`src/rtl/core/utf8d_pkg.sv`:
```
// Shared types and constants for the UTF-8 to 16-bit code point decoder.
package utf8d_pkg;

  localparam logic [15:0] SPACE_CHAR = 16'h0020;

  // Number of bytes held between items
  localparam logic [1:0] HELD_NONE = 2'd0;
  localparam logic [1:0] HELD_ONE  = 2'd1;
  localparam logic [1:0] HELD_TWO  = 2'd2;

  localparam logic [7:0] CONT_MASK  = 8'hC0;
  localparam logic [7:0] CONT_CODE  = 8'h80;
  localparam logic [7:0] LEAD2_MASK = 8'hE0;
  localparam logic [7:0] LEAD2_CODE = 8'hC0;
  localparam logic [7:0] LEAD3_MASK = 8'hF0;
  localparam logic [7:0] LEAD3_CODE = 8'hE0;

  // Results of one input item: k spaces, then an optional main result,
  // then spaces up to a total of n.
  typedef struct packed {
    logic [1:0]  k;
    logic        main_valid;
    logic [15:0] main_cp;
    logic        main_inv;
    logic [1:0]  n;
    logic        last;
  } bundle_t;

endpackage

```
`src/rtl/core/utf8d_if.sv`:
```
// Valid/ready channel interfaces for the byte input and code point output.
interface utf8d_in_if;
  logic       valid;
  logic       ready;
  logic [7:0] in_byte;
  logic       in_last;

  modport source (output valid, output in_byte, output in_last, input ready);
  modport sink (input valid, input in_byte, input in_last, output ready);
endinterface

interface utf8d_out_if;
  logic        valid;
  logic        ready;
  logic [15:0] code_point;
  logic        invalid;
  logic        out_last;

  modport source (output valid, output code_point, output invalid, output out_last,
                  input ready);
  modport sink (input valid, input code_point, input invalid, input out_last,
                output ready);
endinterface

```
`src/rtl/core/utf8d_decode.sv`:
```
// Sequence state and single-pass decode of one byte into a result bundle.
module utf8d_decode (
  input  logic              clk,
  input  logic              rst,
  input  logic              accept,
  input  logic [7:0]        in_byte,
  input  logic              in_last,
  output utf8d_pkg::bundle_t bundle
);
  import utf8d_pkg::*;

  logic [7:0] held_lead, held_lead_next;
  logic [7:0] held_cont, held_cont_next;
  logic [1:0] held_count, held_count_next;
  logic       three_byte_seq, three_byte_seq_next;
  logic       is_cont;
  logic       start;
  logic [1:0] flush;

  assign is_cont = (in_byte & CONT_MASK) == CONT_CODE;

  always_comb begin
    held_lead_next      = held_lead;
    held_cont_next      = held_cont;
    held_count_next     = held_count;
    three_byte_seq_next = three_byte_seq;
    bundle.k            = 2'd0;
    bundle.main_valid   = 1'b0;
    bundle.main_cp      = SPACE_CHAR;
    bundle.main_inv     = 1'b1;
    start               = 1'b0;

    case (held_count)
      HELD_ONE: begin
        if (is_cont) begin
          if (!three_byte_seq) begin
            bundle.main_valid = 1'b1;
            bundle.main_cp    = {5'd0, held_lead[4:0], in_byte[5:0]};
            bundle.main_inv   = 1'b0;
            held_count_next   = HELD_NONE;
          end else begin
            held_cont_next  = in_byte;
            held_count_next = HELD_TWO;
          end
        end else begin
          bundle.k = 2'd1;
          start    = 1'b1;
        end
      end
      HELD_TWO: begin
        if (is_cont) begin
          bundle.main_valid = 1'b1;
          bundle.main_cp    = {held_lead[3:0], held_cont[5:0], in_byte[5:0]};
          bundle.main_inv   = 1'b0;
          held_count_next   = HELD_NONE;
        end else begin
          // held lead and held continuation both go out as spaces
          bundle.k = 2'd2;
          start    = 1'b1;
        end
      end
      default: begin
        start = 1'b1;
      end
    endcase

    if (start) begin
      held_count_next = HELD_NONE;
      if (!in_byte[7]) begin
        bundle.main_valid = 1'b1;
        bundle.main_cp    = {8'd0, in_byte};
        bundle.main_inv   = 1'b0;
      end else if ((in_byte & LEAD2_MASK) == LEAD2_CODE) begin
        held_lead_next      = in_byte;
        held_count_next     = HELD_ONE;
        three_byte_seq_next = 1'b0;
      end else if ((in_byte & LEAD3_MASK) == LEAD3_CODE) begin
        held_lead_next      = in_byte;
        held_count_next     = HELD_ONE;
        three_byte_seq_next = 1'b1;
      end else begin
        bundle.main_valid = 1'b1;
      end
    end

    // flush whatever stays held on the last byte
    flush = in_last ? held_count_next : HELD_NONE;
    if (in_last) begin
      held_lead_next      = 8'd0;
      held_cont_next      = 8'd0;
      held_count_next     = HELD_NONE;
      three_byte_seq_next = 1'b0;
    end

    bundle.n    = bundle.k + {1'b0, bundle.main_valid} + flush;
    bundle.last = in_last;
  end

  always_ff @(posedge clk) begin
    if (rst) begin
      held_lead      <= 8'd0;
      held_cont      <= 8'd0;
      held_count     <= HELD_NONE;
      three_byte_seq <= 1'b0;
    end else if (accept) begin
      held_lead      <= held_lead_next;
      held_cont      <= held_cont_next;
      held_count     <= held_count_next;
      three_byte_seq <= three_byte_seq_next;
    end
  end

endmodule

```
`src/rtl/core/utf8d_emit.sv`:
```
// Bundle register and output register: hand out one result per cycle while the output is not stalled.
module utf8d_emit (
  input  logic               clk,
  input  logic               rst,
  input  logic               accept,
  input  utf8d_pkg::bundle_t bundle,
  output logic               in_ready,
  utf8d_out_if.source        chars
);
  import utf8d_pkg::*;

  bundle_t     held;
  logic        held_valid;
  logic [1:0]  idx;
  logic        out_free;
  logic        advance;
  logic        done;
  logic        at_main;
  logic [15:0] sel_cp;
  logic        sel_inv;

  assign out_free = !chars.valid || chars.ready;
  assign advance  = held_valid && out_free;
  assign done     = advance && (idx == held.n - 2'd1);
  assign in_ready = !held_valid || done;

  assign at_main = held.main_valid && (idx == held.k);
  assign sel_cp  = at_main ? held.main_cp : SPACE_CHAR;
  assign sel_inv = at_main ? held.main_inv : 1'b1;

  always_ff @(posedge clk) begin
    if (rst) begin
      held_valid <= 1'b0;
      idx        <= 2'd0;
    end else begin
      if (accept && (bundle.n != 2'd0)) begin
        held_valid <= 1'b1;
        idx        <= 2'd0;
      end else if (done) begin
        held_valid <= 1'b0;
      end else if (advance) begin
        idx <= idx + 2'd1;
      end
    end
  end

  always_ff @(posedge clk) begin
    if (accept) begin
      held <= bundle;
    end
  end

  always_ff @(posedge clk) begin
    if (rst) begin
      chars.valid <= 1'b0;
    end else if (advance) begin
      chars.valid <= 1'b1;
    end else if (chars.ready) begin
      chars.valid <= 1'b0;
    end
  end

  always_ff @(posedge clk) begin
    if (advance) begin
      chars.code_point <= sel_cp;
      chars.invalid    <= sel_inv;
      chars.out_last   <= held.last && (idx == held.n - 2'd1);
    end
  end

endmodule

```
`src/rtl/core/utf8_to_ucs2_decoder.sv`:
```
// Top level of the UTF-8 to 16-bit code point decoder.
//   channel  dir  payload                          accepted when
//   bytes    in   in_byte[7:0], in_last            valid && ready
//   chars    out  code_point[15:0], invalid,       valid && ready
//                 out_last
// One byte is taken per cycle when each byte gives at most one result and the output does not stall.
// A byte that gives n results (up to three) holds the input until the single
// output register has drained all n, one result per cycle while not stalled.
// A byte's first result passes through the bundle register, then the output register.
// rst is synchronous; it drops held bytes and any results not yet taken.
// An output stall holds results; the input keeps taking bytes until the
// pending bundle cannot move into the output register.
module utf8_to_ucs2_decoder (
  input  logic        clk,
  input  logic        rst,
  utf8d_in_if.sink    bytes,
  utf8d_out_if.source chars
);
  import utf8d_pkg::*;

  bundle_t dec;
  logic    accept;
  logic    in_ready;

  assign bytes.ready = in_ready;
  assign accept      = bytes.valid && in_ready;

  utf8d_decode u_decode (
    .clk     (clk),
    .rst     (rst),
    .accept  (accept),
    .in_byte (bytes.in_byte),
    .in_last (bytes.in_last),
    .bundle  (dec)
  );

  utf8d_emit u_emit (
    .clk      (clk),
    .rst      (rst),
    .accept   (accept),
    .bundle   (dec),
    .in_ready (in_ready),
    .chars    (chars)
  );

`ifndef SYNTHESIS
  // the main result must sit inside the result count
  a_main_in_range: assert property (@(posedge clk) disable iff (rst)
    accept && dec.main_valid |-> dec.k < dec.n)
    else $error("main result index beyond result count");

  // a substituted result is always a space
  a_invalid_space: assert property (@(posedge clk) disable iff (rst)
    chars.valid && chars.invalid |-> chars.code_point == SPACE_CHAR)
    else $error("invalid result is not a space");

  // with a bundle pending, input is ready only if the output register can move
  a_ready_needs_room: assert property (@(posedge clk) disable iff (rst)
    accept && (dec.n != 2'd0) |=> !bytes.ready || !chars.valid || chars.ready)
    else $error("input ready while pending results are blocked");
`endif

endmodule
```
`src/flat_wrapper.sv`:
```
// flat-port wrapper written by rule: the top's interface ports become plain ports
module utf8_to_ucs2_decoder_flat import utf8d_pkg::*;
  (clk, rst, bytes_valid, bytes_in_byte, bytes_in_last, bytes_ready, chars_valid, chars_code_point, chars_invalid, chars_out_last, chars_ready);
  utf8d_in_if bytes_i ();
  utf8d_out_if chars_i ();
  input  logic clk;
  input  logic rst;
  input wire logic [$bits(bytes_i.valid)-1:0] bytes_valid;
  input wire logic [$bits(bytes_i.in_byte)-1:0] bytes_in_byte;
  input wire logic [$bits(bytes_i.in_last)-1:0] bytes_in_last;
  output wire logic [$bits(bytes_i.ready)-1:0] bytes_ready;
  output wire logic [$bits(chars_i.valid)-1:0] chars_valid;
  output wire logic [$bits(chars_i.code_point)-1:0] chars_code_point;
  output wire logic [$bits(chars_i.invalid)-1:0] chars_invalid;
  output wire logic [$bits(chars_i.out_last)-1:0] chars_out_last;
  input wire logic [$bits(chars_i.ready)-1:0] chars_ready;
  assign bytes_i.valid = bytes_valid;
  assign bytes_i.in_byte = bytes_in_byte;
  assign bytes_i.in_last = bytes_in_last;
  assign bytes_ready = bytes_i.ready;
  assign chars_valid = chars_i.valid;
  assign chars_code_point = chars_i.code_point;
  assign chars_invalid = chars_i.invalid;
  assign chars_out_last = chars_i.out_last;
  assign chars_i.ready = chars_ready;
  utf8_to_ucs2_decoder u_core (.clk(clk), .rst(rst), .bytes(bytes_i), .chars(chars_i));
endmodule
```
`config.mk`:
```
export PLATFORM = sky130hd
export DESIGN_NAME = utf8_to_ucs2_decoder_flat
export DESIGN_NICKNAME = d
export VERILOG_FILES = /design/src/rtl/core/utf8d_pkg.sv /design/src/rtl/core/utf8d_if.sv /design/src/rtl/core/utf8d_decode.sv /design/src/rtl/core/utf8d_emit.sv /design/src/rtl/core/utf8_to_ucs2_decoder.sv /design/src/flat_wrapper.sv
export SDC_FILE = /design/constraint.sdc
export NUM_CORES = 1
export LEC_CHECK = 0
export BUFFER_PORTS_ARGS = -buffer_cell sky130_fd_sc_hd__buf_2
export CAP_MARGIN = 20
export CORE_UTILIZATION = 51
export DETAILED_ROUTE_END_ITERATION = 8
export GPL_ROUTABILITY_DRIVEN = 0
export PLACE_DENSITY = 0.84
export SLEW_MARGIN = 30
export SYNTH_ARGS = -nofsm -noshare
export SYNTH_HDL_FRONTEND = slang
export SYNTH_SLANG_ARGS = --single-unit
```
`constraint.sdc`:
```
create_clock -name clk -period 3.3 [get_ports clk]
set_clock_uncertainty 0.15 [all_clocks]
set_input_delay 0.825 -clock clk [delete_from_list [all_inputs] [get_ports clk]]
set_output_delay 0.825 -clock clk [all_outputs]
set_load 0.02 [all_outputs]
```
* Yosys cells after proc, flatten, opt, wreduce, memory -nomap -nowiden *
Cells that the tools add are included.

word-level totals
  flip-flop bits (word level) = 59
  input port bits = 13
  word-level logic and storage cells = 93

cells by class
  reductions and logical operators = 24
  bitwise gates (word level) = 1
  equality and inequality tests = 7
  add/subtract/negate cells = 4
  multiplexer cells = 41

operator list
  operator                                              number
  2-to-1 mux 18 bit                                     4
  case mux 20 bit (2 select lines)                      1
  2-to-1 mux 5 bit                                      5
  2-to-1 mux 6 bit                                      4
  2-to-1 mux 1 bit                                      18
  2-to-1 mux 17 bit                                     1
  nonzero test 2 bit                                    8
  2-to-1 mux 2 bit                                      7
  AND reduction 4 bit                                   2
  logical AND 1 bit                                     6
  equality test 2 bit                                   2
  equality test 2 bit (second input constant)           2
  equality test 4 bit (second input constant)           1
  case mux 2 bit (2 select lines)                       1
  OR reduction 2 bit                                    2
  equality test 3 bit (second input constant)           1
  nonzero test 3 bit                                    1
  adder 2 x 1 -> 2 bit                                  1
  adder 2 x 1 -> 2 bit (second input constant)          1
  adder 2 bit                                           1
  equality test 2 x 1 -> 1 bit (second input constant)  1
  logical NOT 1 bit                                     2
  logical OR 1 bit                                      2
  AND reduction 2 bit                                   1
  other kinds (2)                                       2

* Depth between registers and ports, before layout *
  word-level depth = 12
  mapped depth = 11
  mapped depth without buffers = 10

* Cells and area by module *
Synthesis repeated with hierarchy kept, for this count alone.

unflattened totals
  cells, all modules = 225
  area, all modules = 2700.1 µm²

modules (own cells, without submodules)
  module                times used  area an instance (µm²)  cells each
  utf8d_emit            1           1641.6                  91
  utf8d_decode          1           1052.3                  133
  utf8_to_ucs2_decoder  1           6.3                     1

* Least setup slack after synthesis *
OpenSTA, ideal clock, no wires.

  path kind = input -> register
  from = in bytes_in_byte[6]
  to = reg u_core.u_emit.idx[0]
  arrival = 3.223 ns
  slack = -0.152 ns
  setup time = 0.079 ns
  stages = 11
  required time = 3.071 ns
  path through = clkbuf_1 > nand2b_1 > clkbuf_1 > nor3b_2 > nor4_1 > nor2_1 > fa_1 > or3_1 > a211o_1 > and3_4 > a211oi_2

RTL lines
  what                  RTL line           source
  start, declared       flat_wrapper.sv:9  input wire logic [$bits(bytes_i.in_byte)-1:0] bytes_in_byte;
  end signal, assigned  utf8d_emit.sv:42   idx <= idx + 2'd1;
  end, declared         utf8d_emit.sv:14   logic [1:0] idx;

==> reports/metrics.json <==
{
  "synth": {
    "asyncSetResetFlopFracSynth_pct": 0,
    "yosysMostFrequentCell": "sky130_fd_sc_hd__edfxtp_1",
    "synth_top_cell_by_area": "sky130_fd_sc_hd__edfxtp_1",
    "yosys_warnings": 0,
    "synth.top_cells.by_area": "sky130_fd_sc_hd__edfxtp_1 (47%), sky130_fd_sc_hd__dfxtp_1 (14%), sky130_fd_sc_hd__and2_1 (5.1%)",
    "netlist.area_leader.share_pct": 47.5,
    "dominantRegCellSynth": "sky130_fd_sc_hd__edfxtp_1",
    "synth_sequential_area_ratio_pct": 61.4,
    "post_synth_most_frequent_cells": "sky130_fd_sc_hd__edfxtp_1 (41), sky130_fd_sc_hd__and2_1 (21), sky130_fd_sc_hd__dfxtp_1 (18), sky130_fd_sc_hd__nand2b_1 (16), sky130_fd_sc_hd__nor2_1 (16)",
    "syn-num-nets": 236,
    "synth_seq_cells": 59,
    "synth_enable_flop_cells": 41,
    "netlist_instances": 220,
    "syn-cell-area_mm2": 0.00259,
    "synthesis.area_per_instance_um2": 11.8,
    "synth_cell_type_count": 43
  },
  "timing": {
    "timing.final.crit_share_pct": 89.9,
    "grt_setup_unrepaired": "no",
    "worst-slew-pin-transition_ns": 0.618,
    "achievable-frequency_ghz": 0.337,
    "hold_ws_ns": 0.318,
    "finalHoldViolations": 0,
    "finalSetupViolations": 0,
    "timing.setup.tns_ns": 0,
    "final-max-slew-violation-count": 0,
    "final_period_minus_worst_setup_slack_ns": 2.97,
    "slew-limit-headroom_pct": 58.8
  },
  "routing": {
    "routed-wl-met3_um": 258,
    "routed_wl_mm": 4.24,
    "first_pass_iters": 4,
    "antenna_left": 0,
    "vias_per_cell": 5.23,
    "met1_length_mm": 1.99,
    "met2RoutedLength_mm": 1.90,
    "dr_total_vias": 1731,
    "top_signal_layer_used": "met4",
    "detail_route.iter0.violations": 83,
    "drt_drc_violations_left": 0,
    "detail_route.wl_per_cell_um": 12.8
  },
  "die": {
    "floorplan.io_pins": 33,
    "start_util_pct": 53.8,
    "floorplan.die.height_um": 73.3,
    "floorplan.die_area_mm2": 0.00537,
    "die_width_um": 73.3,
    "rows": 25,
    "placeableCoreArea_mm2": 0.00482
  },
  "pwr": {
    "intPower_w": 0.00132,
    "p_seq_share_pct": 49.2,
    "power_switching_w": 0.000407,
    "power_density_mw_per_mm2": 565,
    "ir_drop_worst_case_vdd_mv": 0.281,
    "cellLeakagePower_nw": 1.08,
    "pwr-share-clk_pct": 42.1,
    "combPwrFrac_pct": 8.7,
    "p_sw_share_pct": 23.5
  },
  "placement": {
    "dp.cells": 315,
    "hpwlAfterDp_mm": 2.96,
    "port_buffers": 32
  },
  "setup_path": {
    "worstPathRequired_ns": 3.41,
    "ff_to_ff_start": "u_core.u_decode.held_count[0]$_SDFFE_PP0P_",
    "worst-path-max-fanout": 9,
    "crit_type": "in -> reg",
    "worstSetupEndpointType": "flop",
    "crit_startpoint": "bytes_in_byte[6]",
    "worst_ep_arrival_time_ns": 3.07,
    "startpoint_type": "input port"
  },
  "clock_network": {
    "clock-root-buffer": "sky130_fd_sc_hd__clkbuf_8",
    "cts_tree": "yes",
    "clk_path_buf_depth": 2,
    "cts_inserted_buffers": 9,
    "worst_setup_hold_path_clk_slew_ns": 0.07,
    "cts_setup_buffers": 0,
    "hold_buf_cts": 0,
    "clkSinkCount": 59,
    "cts.htree.levels": 3,
    "postCtsResizedCells": 0,
    "clkLatencyLatePin_ns": 0.34
  },
  "layout": {
    "fin_nets": 275,
    "antenna-diode-count": 0,
    "combined_area_of_the_multi_input_logic_cells_um2": 925,
    "final_core_occ_pct": 63.6,
    "area.sequential_mm2": 0.00159,
    "layout.cells.non_filler": 331,
    "fraction_of_final_layout_cells_with_drive_strength_greater_than_1_pct": 22.3,
    "layout.filler_cells": 389,
    "synthToLayoutAreaGrowth_pct": 18.1
  },
  "flow_run": {
    "timing.max_cap.violations": 0
  },
  "global_route": {
    "first_global_vias": 1488,
    "grt_first_pass_wirelength_mm": 7.16,
    "pin_count_of_the_biggest_net_entering_global_routing": 24,
    "grt_antenna_before_repair": 0,
    "grt_overflow": 0,
    "global_route.usage.total_pct": 18.8
  },
  "outcome": {
    "outcome": "completed"
  },
  "worst_hold_path": {
    "hp-start": "u_core.u_decode.held_cont[4]$_SDFFE_PP0P_",
    "min-delay-path-class": "reg -> reg"
  }
}
==> final cells by class <==
class	instances	share of cell area [%]
Clock buffer	9	4.04
Sequential cell	59	52.0
Multi-Input combinational cell	141	30.2
Timing Repair Buffer	37	6.45
Clock inverter	7	3.27
Inverter	11	1.35
Tap cell	67	2.74
==> power groups by stage <==
stage | Sequential [W] | Clock [W] | Combinational, W
floorplan | 0.000887 | 0 | 0.0000851
finish | 0.000852 | 0.000729 | 0.000151
global placement | 0.000867 | 0 | 0.000148
CTS | 0.000852 | 0.000741 | 0.000151
global route | 0.000855 | 0.000783 | 0.000167
detailed placement | 0.000868 | 0 | 0.000150
==> registers in the layout, summed over array words and instances (netlist names) <==
signal and count:
u_core.u_decode.held_cont 6, u_core.u_decode.held_lead 5, u_core.u_emit.held 23, u_core.u_emit.chars.out_last 1
u_core.u_decode.three_byte_seq 1, u_core.u_emit.chars.valid 1, u_core.u_emit.held_valid 1, u_core.u_emit.chars.code_point 16
u_core.u_emit.chars.invalid 1, u_core.u_emit.idx 2, u_core.u_decode.held_count 2
==> cell families after synthesis <==
family,Yosys count,synth area share [%]
buf+inv,20,2.94
simple gates,94,21.8
mux,2,0.772
fa+ha+maj,3,1.74
xor+xnor,4,1.35
flops,59,61.4
compound gates,38,9.99
==> path summary, 6_finish.rpt <==
kind | slack, ns | depth (start not counted) | to
worst max-delay path | 0.33 | 10 | u_core.u_emit.idx[0]$_SDFFE_PP0P_
worst min-delay path | 0.32 | 2 | u_core.u_decode.held_cont[4]$_SDFFE_PP0P_
worst max register to register | 0.42 | 9 | u_core.u_emit.idx[0]$_SDFFE_PP0P_
worst min register to register | 0.32 | 2 | u_core.u_decode.held_cont[4]$_SDFFE_PP0P_
==> placed cells by master (no fill, tap or decap), types with 4 or more instances in the layout <==
master / synthesis / routed
sky130_fd_sc_hd__edfxtp_1: 41 / 41
sky130_fd_sc_hd__buf_2: 1 / 32
sky130_fd_sc_hd__and2_1: 21 / 21
sky130_fd_sc_hd__dfxtp_1: 18 / 18
sky130_fd_sc_hd__nand2b_1: 16 / 16
sky130_fd_sc_hd__nor2_1: 16 / 16
sky130_fd_sc_hd__a21oi_1: 13 / 13
sky130_fd_sc_hd__inv_1: 10 / 10
sky130_fd_sc_hd__clkbuf_8: 0 / 9
sky130_fd_sc_hd__nand3b_1: 8 / 8
sky130_fd_sc_hd__nor4_1: 6 / 6
sky130_fd_sc_hd__nor2b_1: 5 / 5
sky130_fd_sc_hd__nand2_1: 5 / 5
sky130_fd_sc_hd__a22oi_1: 5 / 5
sky130_fd_sc_hd__o32ai_1: 5 / 5
sky130_fd_sc_hd__buf_4: 0 / 5
sky130_fd_sc_hd__nor3_1: 4 / 4
==> worst max-delay path: stages <==
cell	delay, ns
sky130_fd_sc_hd__buf_2	0.16
sky130_fd_sc_hd__nand2b_1	0.19
sky130_fd_sc_hd__nor3b_2	0.07
sky130_fd_sc_hd__nor4_1	0.21
sky130_fd_sc_hd__nor2_1	0.13
sky130_fd_sc_hd__fa_1	0.42
sky130_fd_sc_hd__or3_1	0.40
sky130_fd_sc_hd__a211o_1	0.32
sky130_fd_sc_hd__and3_4	0.18
sky130_fd_sc_hd__a211oi_2	0.17
==> layer usage <==
metal	vias to the layer above	track usage, %
li1	876	-
met1	789	24.4
met2	60	27.4
met3	6	7.13
met4	0	10.0
met5	-	0
==> metrics by stage <==
stage	power (W)	area [um2]	setup slack, ns
3_3_place_gp	0.00102	2840	0.117
3_5_place_dp	0.00102	2840	0.0207
6_report	0.00173	3060	0.335
4_1_cts	0.00174	3060	0.366
5_1_grt	0.00181	3060	0.253
2_1_floorplan	0.000972	2590	0.0542
Power figures use the tool's default switching activity.
